File: src/rtl/sfcp_pkg.sv
`default_nettype none

package sfcp_pkg;

    localparam int FRAME_LEN  = 32;
    localparam int SUM_LEN    = 30;
    localparam int WORD_COUNT = 12;
    localparam int ADDR_W     = $clog2(FRAME_LEN);
    localparam int CNT_W      = ADDR_W + 1;
    localparam int IDX_W      = 4;
    // 30 bytes of 255 stay below 2^13
    localparam int SUM_W      = 13;

    localparam logic [7:0] START1 = 8'h42;
    localparam logic [7:0] START2 = 8'h4D;

    localparam logic CMD_BYTE    = 1'b0;
    localparam logic CMD_TIMEOUT = 1'b1;

    localparam logic [ADDR_W-1:0] WORD_BASE_ADDR = ADDR_W'(4);
    localparam logic [ADDR_W-1:0] CHK_HI_ADDR    = ADDR_W'(30);
    localparam logic [ADDR_W-1:0] CHK_LO_ADDR    = ADDR_W'(31);

    typedef enum logic [2:0] {
        ST_SEEK,
        ST_FILL,
        ST_SUM,
        ST_HI,
        ST_LO,
        ST_OUT
    } t_state;

    typedef struct packed {
        logic              wr_en;
        logic [ADDR_W-1:0] wr_addr;
        logic              rd_en;
        logic [ADDR_W-1:0] rd_addr;
        logic              sum_clr;
        logic              sum_acc;
        logic              cap_hi;
        logic              load_out;
        logic [IDX_W-1:0]  word_idx;
        logic              full;
        logic              last;
    } t_dp_cmd;

    typedef struct packed {
        logic out_free;
    } t_dp_status;

endpackage

`default_nettype wire

File: src/rtl/sfcp_ifs.sv
`default_nettype none

interface sfcp_in_if;
    logic       valid;
    logic       ready;
    logic       command;
    logic [7:0] rx_byte;

    modport source (output valid, output command, output rx_byte, input ready);
    modport sink   (input valid, input command, input rx_byte, output ready);
endinterface

interface sfcp_out_if;
    logic        valid;
    logic        ready;
    logic [3:0]  word_index;
    logic [15:0] word_value;
    logic        start1_ok;
    logic        start2_ok;
    logic        length_ok;
    logic        checksum_ok;
    logic        frame_valid;
    logic        last;

    modport source (
        output valid, output word_index, output word_value, output start1_ok,
        output start2_ok, output length_ok, output checksum_ok, output frame_valid,
        output last, input ready
    );
    modport sink (
        input valid, input word_index, input word_value, input start1_ok,
        input start2_ok, input length_ok, input checksum_ok, input frame_valid,
        input last, output ready
    );
endinterface

`default_nettype wire

File: src/rtl/sfcp_ctrl.sv
`default_nettype none

module sfcp_ctrl (
    input  wire logic                i_clk,
    input  wire logic                i_rst_n,
    input  wire logic                i_in_valid,
    input  wire logic                i_command,
    input  wire logic [7:0]          i_rx_byte,
    input  sfcp_pkg::t_dp_status     i_status,
    output logic                     o_in_ready,
    output sfcp_pkg::t_dp_cmd        o_cmd
);
    import sfcp_pkg::*;

    t_state            r_state, n_state;
    logic [CNT_W-1:0]  r_cnt, n_cnt;
    logic              r_full, n_full;
    logic              in_acc;
    logic              is_word_last;

    assign in_acc       = i_in_valid && o_in_ready;
    assign is_word_last = (r_cnt[IDX_W-1:0] == IDX_W'(WORD_COUNT - 1));

    always_ff @(posedge i_clk) begin
        if (!i_rst_n) begin
            r_state <= ST_SEEK;
            r_cnt   <= '0;
            r_full  <= 1'b0;
        end else begin
            r_state <= n_state;
            r_cnt   <= n_cnt;
            r_full  <= n_full;
        end
    end

    // next state
    always_comb begin
        n_state = r_state;
        case (r_state)
            ST_SEEK: begin
                if (in_acc && i_command == CMD_BYTE && i_rx_byte == START1)
                    n_state = ST_FILL;
            end
            ST_FILL: begin
                if (in_acc && (i_command == CMD_TIMEOUT ||
                               r_cnt == CNT_W'(FRAME_LEN - 1)))
                    n_state = ST_SUM;
            end
            ST_SUM: begin
                if (r_cnt == CNT_W'(FRAME_LEN))
                    n_state = ST_HI;
            end
            ST_HI:  n_state = ST_LO;
            ST_LO:  n_state = ST_OUT;
            ST_OUT: begin
                if (i_status.out_free)
                    n_state = is_word_last ? ST_SEEK : ST_HI;
            end
            default: n_state = ST_SEEK;
        endcase
    end

    // counter and length flag
    always_comb begin
        n_cnt  = r_cnt;
        n_full = r_full;
        case (r_state)
            ST_SEEK: begin
                if (in_acc && i_command == CMD_BYTE && i_rx_byte == START1)
                    n_cnt = CNT_W'(1);
            end
            ST_FILL: begin
                if (in_acc) begin
                    if (i_command == CMD_TIMEOUT) begin
                        n_cnt  = '0;
                        n_full = 1'b0;
                    end else if (r_cnt == CNT_W'(FRAME_LEN - 1)) begin
                        n_cnt  = '0;
                        n_full = 1'b1;
                    end else begin
                        n_cnt = r_cnt + CNT_W'(1);
                    end
                end
            end
            ST_SUM: begin
                n_cnt = (r_cnt == CNT_W'(FRAME_LEN)) ? '0 : r_cnt + CNT_W'(1);
            end
            ST_OUT: begin
                if (i_status.out_free && !is_word_last)
                    n_cnt = r_cnt + CNT_W'(1);
            end
            default: n_cnt = r_cnt;
        endcase
    end

    // outputs; ready is high in seek and fill, so valid alone marks a taken beat
    always_comb begin
        o_in_ready     = 1'b0;
        o_cmd          = '0;
        o_cmd.word_idx = r_cnt[IDX_W-1:0];
        o_cmd.full     = r_full;
        o_cmd.last     = is_word_last;
        case (r_state)
            ST_SEEK: begin
                o_in_ready    = 1'b1;
                o_cmd.wr_en   = i_in_valid && i_command == CMD_BYTE && i_rx_byte == START1;
                o_cmd.wr_addr = '0;
            end
            ST_FILL: begin
                o_in_ready    = 1'b1;
                o_cmd.wr_en   = i_in_valid && i_command == CMD_BYTE;
                o_cmd.wr_addr = r_cnt[ADDR_W-1:0];
            end
            ST_SUM: begin
                o_cmd.rd_en   = !r_cnt[CNT_W-1];
                o_cmd.rd_addr = r_cnt[ADDR_W-1:0];
                o_cmd.sum_clr = (r_cnt == '0);
                o_cmd.sum_acc = (r_cnt != '0);
            end
            ST_HI: begin
                o_cmd.rd_en   = 1'b1;
                o_cmd.rd_addr = {r_cnt[IDX_W-1:0], 1'b0} + WORD_BASE_ADDR;
            end
            ST_LO: begin
                o_cmd.rd_en   = 1'b1;
                o_cmd.rd_addr = {r_cnt[IDX_W-1:0], 1'b1} + WORD_BASE_ADDR;
                o_cmd.cap_hi  = 1'b1;
            end
            ST_OUT: begin
                o_cmd.load_out = i_status.out_free;
            end
            default: o_in_ready = 1'b0;
        endcase
    end

endmodule

`default_nettype wire

File: src/rtl/sfcp_datapath.sv
`default_nettype none

module sfcp_datapath (
    input  wire logic                i_clk,
    input  wire logic                i_rst_n,
    input  sfcp_pkg::t_dp_cmd        i_cmd,
    input  wire logic [7:0]          i_rx_byte,
    input  wire logic                i_out_ready,
    output sfcp_pkg::t_dp_status     o_status,
    output logic                     o_out_valid,
    output logic [3:0]               o_word_index,
    output logic [15:0]              o_word_value,
    output logic                     o_start1_ok,
    output logic                     o_start2_ok,
    output logic                     o_length_ok,
    output logic                     o_checksum_ok,
    output logic                     o_frame_valid,
    output logic                     o_last
);
    import sfcp_pkg::*;

    logic [7:0]          r_mem [FRAME_LEN];
    logic [FRAME_LEN-1:0] r_vld;
    logic [7:0]          r_rd_data;
    logic [ADDR_W-1:0]   r_rd_addr;
    logic [SUM_W-1:0]    r_sum;
    logic                r_s1, r_s2;
    logic [7:0]          r_chk_hi, r_chk_lo;
    logic [7:0]          r_hi;
    logic                r_out_valid;
    logic [3:0]          r_word_index;
    logic [15:0]         r_word_value;
    logic                r_start1_ok, r_start2_ok, r_length_ok;
    logic                r_checksum_ok, r_frame_valid, r_last;
    logic                ck_ok;

    // frame buffer, unwritten entries read as zero
    always_ff @(posedge i_clk) begin
        if (i_cmd.wr_en)
            r_mem[i_cmd.wr_addr] <= i_rx_byte;
        if (i_cmd.rd_en) begin
            r_rd_data <= r_vld[i_cmd.rd_addr] ? r_mem[i_cmd.rd_addr] : 8'h00;
            r_rd_addr <= i_cmd.rd_addr;
        end
    end

    always_ff @(posedge i_clk) begin
        if (!i_rst_n)
            r_vld <= '0;
        else if (i_cmd.wr_en)
            r_vld[i_cmd.wr_addr] <= 1'b1;
    end

    // sweep: checksum and header bytes
    always_ff @(posedge i_clk) begin
        if (i_cmd.sum_clr)
            r_sum <= '0;
        else if (i_cmd.sum_acc && r_rd_addr < ADDR_W'(SUM_LEN))
            r_sum <= r_sum + SUM_W'(r_rd_data);
        if (i_cmd.sum_acc) begin
            if (r_rd_addr == '0)
                r_s1 <= (r_rd_data == START1);
            if (r_rd_addr == ADDR_W'(1))
                r_s2 <= (r_rd_data == START2);
            if (r_rd_addr == CHK_HI_ADDR)
                r_chk_hi <= r_rd_data;
            if (r_rd_addr == CHK_LO_ADDR)
                r_chk_lo <= r_rd_data;
        end
        if (i_cmd.cap_hi)
            r_hi <= r_rd_data;
    end

    assign ck_ok = ({{(16 - SUM_W){1'b0}}, r_sum} == {r_chk_hi, r_chk_lo});

    // output register
    always_ff @(posedge i_clk) begin
        if (!i_rst_n)
            r_out_valid <= 1'b0;
        else if (i_cmd.load_out)
            r_out_valid <= 1'b1;
        else if (i_out_ready)
            r_out_valid <= 1'b0;
    end

    always_ff @(posedge i_clk) begin
        if (i_cmd.load_out) begin
            r_word_index  <= i_cmd.word_idx;
            r_word_value  <= {r_hi, r_rd_data};
            r_start1_ok   <= r_s1;
            r_start2_ok   <= r_s2;
            r_length_ok   <= i_cmd.full;
            r_checksum_ok <= ck_ok;
            r_frame_valid <= r_s1 && r_s2 && i_cmd.full && ck_ok;
            r_last        <= i_cmd.last;
        end
    end

    assign o_status.out_free = !r_out_valid || i_out_ready;
    assign o_out_valid       = r_out_valid;
    assign o_word_index      = r_word_index;
    assign o_word_value      = r_word_value;
    assign o_start1_ok       = r_start1_ok;
    assign o_start2_ok       = r_start2_ok;
    assign o_length_ok       = r_length_ok;
    assign o_checksum_ok     = r_checksum_ok;
    assign o_frame_valid     = r_frame_valid;
    assign o_last            = r_last;

endmodule

`default_nettype wire

File: src/rtl/sensor_frame_checksum_parser.sv
// Channel  Dir  Beat contents                                   Handshake
// i_in     in   command, rx_byte                                valid/ready
// o_out    out  word_index, word_value, four check flags,       valid/ready
//               frame_valid, last
//
// Bytes and timeout ticks are taken one per cycle while a frame is seeked or filled.
// A frame end (32nd byte or timeout in frame) starts a sweep of the byte buffer for
// the checksum, then for each of 12 words two buffer reads and one load, the load
// waiting while o_out is not free.
// Synchronous active-low reset; buffer reads as zero until written, no clearing pass.
// o_out stalls hold the word sweep; input is taken again once the last word is loaded.
`default_nettype none

module sensor_frame_checksum_parser (
    input  wire logic   i_clk,
    input  wire logic   i_rst_n,
    sfcp_in_if.sink     i_in,
    sfcp_out_if.source  o_out
);
    import sfcp_pkg::*;

    t_dp_cmd    dp_cmd;
    t_dp_status dp_status;
    logic       in_ready;

    // controller: seek/fill tracking, buffer sweep and word sequencing
    sfcp_ctrl u_ctrl (
        .i_clk      (i_clk),
        .i_rst_n    (i_rst_n),
        .i_in_valid (i_in.valid),
        .i_command  (i_in.command),
        .i_rx_byte  (i_in.rx_byte),
        .i_status   (dp_status),
        .o_in_ready (in_ready),
        .o_cmd      (dp_cmd)
    );

    assign i_in.ready = in_ready;

    // datapath: byte buffer, checksum accumulator, output register
    sfcp_datapath u_dp (
        .i_clk         (i_clk),
        .i_rst_n       (i_rst_n),
        .i_cmd         (dp_cmd),
        .i_rx_byte     (i_in.rx_byte),
        .i_out_ready   (o_out.ready),
        .o_status      (dp_status),
        .o_out_valid   (o_out.valid),
        .o_word_index  (o_out.word_index),
        .o_word_value  (o_out.word_value),
        .o_start1_ok   (o_out.start1_ok),
        .o_start2_ok   (o_out.start2_ok),
        .o_length_ok   (o_out.length_ok),
        .o_checksum_ok (o_out.checksum_ok),
        .o_frame_valid (o_out.frame_valid),
        .o_last        (o_out.last)
    );

endmodule

`default_nettype wire

File: src/flat_wrapper.sv
// flat-port wrapper written by rule: the top's interface ports become plain ports
module sensor_frame_checksum_parser_flat import sfcp_pkg::*;
  (i_clk, i_rst_n, i_in_valid, i_in_command, i_in_rx_byte, i_in_ready, o_out_valid, o_out_word_index, o_out_word_value, o_out_start1_ok, o_out_start2_ok, o_out_length_ok, o_out_checksum_ok, o_out_frame_valid, o_out_last, o_out_ready);
  sfcp_in_if i_in_i ();
  sfcp_out_if o_out_i ();
  input  wire logic i_clk;
  input  wire logic i_rst_n;
  input wire logic [$bits(i_in_i.valid)-1:0] i_in_valid;
  input wire logic [$bits(i_in_i.command)-1:0] i_in_command;
  input wire logic [$bits(i_in_i.rx_byte)-1:0] i_in_rx_byte;
  output wire logic [$bits(i_in_i.ready)-1:0] i_in_ready;
  output wire logic [$bits(o_out_i.valid)-1:0] o_out_valid;
  output wire logic [$bits(o_out_i.word_index)-1:0] o_out_word_index;
  output wire logic [$bits(o_out_i.word_value)-1:0] o_out_word_value;
  output wire logic [$bits(o_out_i.start1_ok)-1:0] o_out_start1_ok;
  output wire logic [$bits(o_out_i.start2_ok)-1:0] o_out_start2_ok;
  output wire logic [$bits(o_out_i.length_ok)-1:0] o_out_length_ok;
  output wire logic [$bits(o_out_i.checksum_ok)-1:0] o_out_checksum_ok;
  output wire logic [$bits(o_out_i.frame_valid)-1:0] o_out_frame_valid;
  output wire logic [$bits(o_out_i.last)-1:0] o_out_last;
  input wire logic [$bits(o_out_i.ready)-1:0] o_out_ready;
  assign i_in_i.valid = i_in_valid;
  assign i_in_i.command = i_in_command;
  assign i_in_i.rx_byte = i_in_rx_byte;
  assign i_in_ready = i_in_i.ready;
  assign o_out_valid = o_out_i.valid;
  assign o_out_word_index = o_out_i.word_index;
  assign o_out_word_value = o_out_i.word_value;
  assign o_out_start1_ok = o_out_i.start1_ok;
  assign o_out_start2_ok = o_out_i.start2_ok;
  assign o_out_length_ok = o_out_i.length_ok;
  assign o_out_checksum_ok = o_out_i.checksum_ok;
  assign o_out_frame_valid = o_out_i.frame_valid;
  assign o_out_last = o_out_i.last;
  assign o_out_i.ready = o_out_ready;
  sensor_frame_checksum_parser u_core (.i_clk(i_clk), .i_rst_n(i_rst_n), .i_in(i_in_i), .o_out(o_out_i));
endmodule
File: config.mk
export PLATFORM = sky130hd
export DESIGN_NAME = sensor_frame_checksum_parser_flat
export DESIGN_NICKNAME = d
export VERILOG_FILES = /design/src/rtl/sfcp_pkg.sv /design/src/rtl/sfcp_ifs.sv /design/src/rtl/sfcp_ctrl.sv /design/src/rtl/sfcp_datapath.sv /design/src/rtl/sensor_frame_checksum_parser.sv /design/src/flat_wrapper.sv
export SDC_FILE = /design/constraint.sdc
export NUM_CORES = 1
export LEC_CHECK = 0
export ABC_CLOCK_PERIOD_IN_PS = 4150
export BUFFER_PORTS_ARGS = -buffer_cell sky130_fd_sc_hd__buf_2
export CAP_MARGIN = 5
export CORE_ASPECT_RATIO = 1.2
export CORE_MARGIN = 2
export CORE_UTILIZATION = 68
export CTS_CLUSTER_DIAMETER = 100
export CTS_CLUSTER_SIZE = 10
export DETAILED_ROUTE_END_ITERATION = 8
export PLACE_DENSITY = 0.9
export SYNTH_ARGS = -nofsm -noshare
export SYNTH_HDL_FRONTEND = slang
export SYNTH_SLANG_ARGS = --single-unit
File: constraint.sdc
create_clock -name i_clk -period 4.15 [get_ports i_clk]
set_clock_uncertainty 0.2 [all_clocks]
set_input_delay 0.83 -clock i_clk [delete_from_list [all_inputs] [get_ports i_clk]]
set_output_delay 0.83 -clock i_clk [all_outputs]
set_load 0.02 [all_outputs]
==> results <==
- Wires add up to 52.87 mm.
- The area taken by flip-flops and latches is around 11,000 um2.
- The number of violations of the max-capacitance limit is 0.
- The detailed router finished its first iteration with 2,991 violations.
- Port buffering added 40 buffers.
- The run finished with clean final reports.
- The worst setup path is launched from a flip-flop.
- Setup repair after global routing left no endpoint under its margin.
- In this run the deepest clock path goes through 3 buffers.
- The type of the worst min-delay path is reg -> reg.
- The height of the die is 183.1 um.
- In the final routed layout, each cell accounts on average for ~28 um.
- CTS saw roughly 380 sinks.
- The number of nets at the end of the flow is 1,567.
- The number of hold violations in the final report is 0.
- The aggregate global-route resource usage is between 30% and 40%.
- The kind of critical path is reg -> reg.
- The final-report max-slew violation count is 0.
- The clock period could shrink to around 3.8 ns.
- Cell internal power was estimated by the tool at about 6.1 mW.
- In the final layout, the share of cells above drive strength 1 is 10.53%.
- The leakage dissipation is approximately 6.5 nW.
- After layout, the worst path uses 91.27% of the clock period.
- Compared with the post-synthesis result, the final layout area differs by 9.997%.
- The initial antenna violation count is 1.
- By area the synthesized netlist is led by sky130_fd_sc_hd__edfxtp_1 (53%), sky130_fd_sc_hd__dfxtp_1 (6.2%), sky130_fd_sc_hd__a22oi_1 (5.5%).
- The count of nets left with antenna violations once routing finished came out at 0.
- In this run, synthesis produced a sequential element count of between 300 and 400.
- The highest net fanout along the worst path is 49.
- After global routing the overflow that remains totals 0.
- The clock network power share is a little under half.
- The cell at the root of the clock tree is sky130_fd_sc_hd__clkbuf_16.
- The highest attainable clock frequency is around 260 MHz.
- The via count of the first global-routing pass came to around 14,000.
- The pre-CTS worst setup slack is between 0.6 and 0.7 ns.
- The number of primary I/O pins is 41.
- At the worst endpoint, the required time is 4.28 ns.
- During synthesis, Yosys emitted a total of 0 warnings.
- The number of H-tree levels is 2.
- The floorplan has between 60 and 70 rows.
- Summing over every cut layer, the via total after detailed routing is 15,020.
- The share of synthesized area in the top cell type comes to around 53%.
- The number of filler instances in the final layout is 1,519.
- The prevailing post-synth register cell is sky130_fd_sc_hd__edfxtp_1.
- The switching part of the total power is 20.19%.
- The total clock buffers created by CTS is 43.
- The average instance area after synthesis is ~12 um2.
- The cell type with the largest total area after synthesis is sky130_fd_sc_hd__edfxtp_1.
- The pre-antenna-repair detailed-routing pass consisted of 7 iterations.
- At the end of routability-driven placement, the weighted congestion stood at about 1.0.
- The mapped cell area is around 18,000 um2.
- Leaving out fill and tap cells, the most frequent cells in the layout are sky130_fd_sc_hd__edfxtp_1 (321), sky130_fd_sc_hd__a22oi_1 (133), sky130_fd_sc_hd__o21ai_0 (121).
- The die width is roughly 150 um.
- After clock tree synthesis, the clock-pin slew on the worst setup and hold paths is roughly 0.060 ns.
- In this run, post-CTS hold repair placed 0 buffers.
- 0 antenna diodes ended up in the layout.
- The library cell used most frequently in the layout, excluding fill and tap cells, is sky130_fd_sc_hd__edfxtp_1.
- STA classifies the critical path endpoint as a flip-flop.
- Once the floorplan was initialized, standard cells occupied between 60% and 70% of the core.
- The ratio of total power to cell area is approximately 390 nW/um2.
- The cell count after synthesis came out at ~1,500.
- In this run the tightest slew margin relative to its limit is 12.17%.
- In this run the power spent charging and discharging nets is approximately 1.6 mW.
- The clock reaches the later pin of the worst-skew pair after roughly 0.55 ns.
- The synthesized netlist contains 74 unique library cells.
- The post-synthesis net count is about 1,600.
- Setup violations remaining at the end of the flow were counted as 0.
- The setup total negative slack is 0 ns.
- The number of resized instances in the post-cts repair step is 0.
- The multi-input combinational cells in the finished layout cover a total of roughly 6800 um2.
- Using the TritonRoute via totals, the vias-per-cell ratio works out to around 7.9.
- The synthesized design contains 321 enable-type register cells.
- The share of power burned in registers is a little over half.
- Buffers added to address setup during post-CTS repair amount to 0.
- The largest net degree at the start of global routing is about 170.
- On the final layout, the worst hold slack is approximately 0.22 ns.
- The setup slack of the worst register-to-register path is ~0.36 ns.
- Summed over all nets, the half-perimeter wirelength after detailed placement is between 30 and 40 mm.
- The measured slew at the worst slew-check pin is around 1.3 ns.
- The share of synthesized flip-flops with an asynchronous set or reset is 0%.
- The TritonCTS clock tree is yes.
- The number of DRC violations after detailed routing is 0.
- Setup slack on the critical path of the routed design comes to ~0.36 ns.
- The data arrival at the endpoint of the critical path is roughly 3.9 ns.
- Of the total power, combinational logic draws 1.6%.
- The die covers roughly 28,000 um2.
- The area inside the core boundary is 26,270 um2.
- The sequential element share of the synthesized area is between 50% and 60%.
- The global-route wire length before repair is 80.85 mm.
- The worst-case vdd ir drop is approximately 280 uV.
==> metrics by stage <==
step	cells	power [mW]	instance area, um2	utilization, %
final	1911	7.700	19990	76.09
after global routing	1911	7.843	19990	76.09
after CTS	1911	7.694	19990	76.09
after detailed placement	1832	4.303	18730	71.32
after global placement	1832	4.295	18730	71.32
after floorplan	1536	4.229	18170	-
==> registers in the layout, indices dropped and copies added (netlist names) <==
name and cells:
u_core.u_dp.r_hi 8, u_core.u_dp.r_s2 1, u_core.u_dp.r_mem 256, u_core.u_dp.o_word_value 16
u_core.u_dp.r_chk_lo 8, u_core.u_dp.r_sum 13, u_core.u_dp.r_rd_data 8, u_core.u_dp.o_out_valid 1
u_core.u_ctrl.r_full 1, u_core.u_dp.o_length_ok 1, u_core.u_dp.r_chk_hi 8, u_core.u_dp.r_vld 32
u_core.u_dp.r_s1 1, u_core.u_ctrl.r_cnt 6, u_core.u_ctrl.r_state 3, u_core.u_dp.o_start2_ok 1
u_core.u_dp.o_frame_valid 1, u_core.u_dp.o_checksum_ok 1, u_core.u_dp.o_word_index 4, u_core.u_dp.o_start1_ok 1
u_core.u_dp.o_last 1, u_core.u_dp.r_rd_addr 5
==> layer usage <==
metal	vias to the layer above	wire length, um	GRT usage (%)
met1	7050	17880	48.02
li1	6269	-	-
met5	-	0	0
met2	1417	24290	58.34
met4	0	3148	19.30
met3	279	7549	8.814
==> final timing paths <==
check	cells past startpoint	from	endpoint
hold / removal	0	u_core.u_dp.r_hi[4]	u_core.u_dp.o_word_value[12]
hold reg to reg	0	u_core.u_dp.r_hi[4]	u_core.u_dp.o_word_value[12]
setup reg to reg	9	u_core.u_ctrl.r_state[0]	u_core.u_dp.r_rd_data[1]
setup / recovery	9	u_core.u_ctrl.r_state[0]	u_core.u_dp.r_rd_data[1]
==> cells by family (layout without fill, tap and decap cells) <==
| family | after synthesis | in the layout | synth area share (%) |
|---|---|---|---|
| flops | 377 | 377 | 59.21 |
| compound gates | 707 | 707 | 28.18 |
| fa+ha+maj | 12 | 12 | 0.8675 |
| mux | 7 | 7 | 0.4062 |
| buf+inv | 162 | 202 | 3.621 |
| xor+xnor | 24 | 24 | 1.157 |
| simple gates | 247 | 247 | 6.555 |
==> critical path: stages, from the launching register on <==
cell and delay (ns):
sky130_fd_sc_hd__dfxtp_4 0.74, sky130_fd_sc_hd__or2_2 0.41, sky130_fd_sc_hd__buf_4 0.40, sky130_fd_sc_hd__buf_4 0.29, sky130_fd_sc_hd__o221ai_1 0.14, sky130_fd_sc_hd__o21ai_0 0.12
sky130_fd_sc_hd__o211ai_1 0.12, sky130_fd_sc_hd__a32oi_1 0.31, sky130_fd_sc_hd__nand4_1 0.38, sky130_fd_sc_hd__nor4_1 0.45
==> power by group through the flow <==
| stage | Clock (mW) | Combinational [mW] | Sequential (mW) |
|---|---|---|---|
| 6_report | 3.47 | 0.125 | 4.11 |
| 5_1_grt | 3.61 | 0.131 | 4.10 |
| 4_1_cts | 3.47 | 0.120 | 4.10 |
| 3_5_place_dp | 0 | 0.119 | 4.18 |
| 3_3_place_gp | 0 | 0.113 | 4.18 |
| 2_1_floorplan | 0 | 0.0453 | 4.18 |
==> cell usage after synthesis, types with 18 or more instances <==
cell type                  number
sky130_fd_sc_hd__nand2_1       55
sky130_fd_sc_hd__clkbuf_1      93
sky130_fd_sc_hd__o21a_1        44
sky130_fd_sc_hd__xnor2_1       18
sky130_fd_sc_hd__o21ai_0      122
sky130_fd_sc_hd__a22oi_1      133
sky130_fd_sc_hd__o211ai_1      79
sky130_fd_sc_hd__edfxtp_1     321
sky130_fd_sc_hd__dfxtp_1       56
sky130_fd_sc_hd__inv_1         26
sky130_fd_sc_hd__a21oi_1       43
sky130_fd_sc_hd__buf_2         27
sky130_fd_sc_hd__o221ai_1      66
sky130_fd_sc_hd__nor2_1        93
sky130_fd_sc_hd__a22o_1        63
sky130_fd_sc_hd__o22ai_1       62
==> area by class of cell <==
| type | instances | area share (%) |
|---|---|---|
| Clock buffer | 78 | 6.253 |
| Clock inverter | 1 | 0.02504 |
| Inverter | 30 | 0.5696 |
| Multi-Input combinational cell | 997 | 33.88 |
| Sequential cell | 377 | 53.87 |
| Tap cell | 335 | 2.097 |
| Timing Repair Buffer | 93 | 3.305 |
Power figures use the tool's default switching activity.
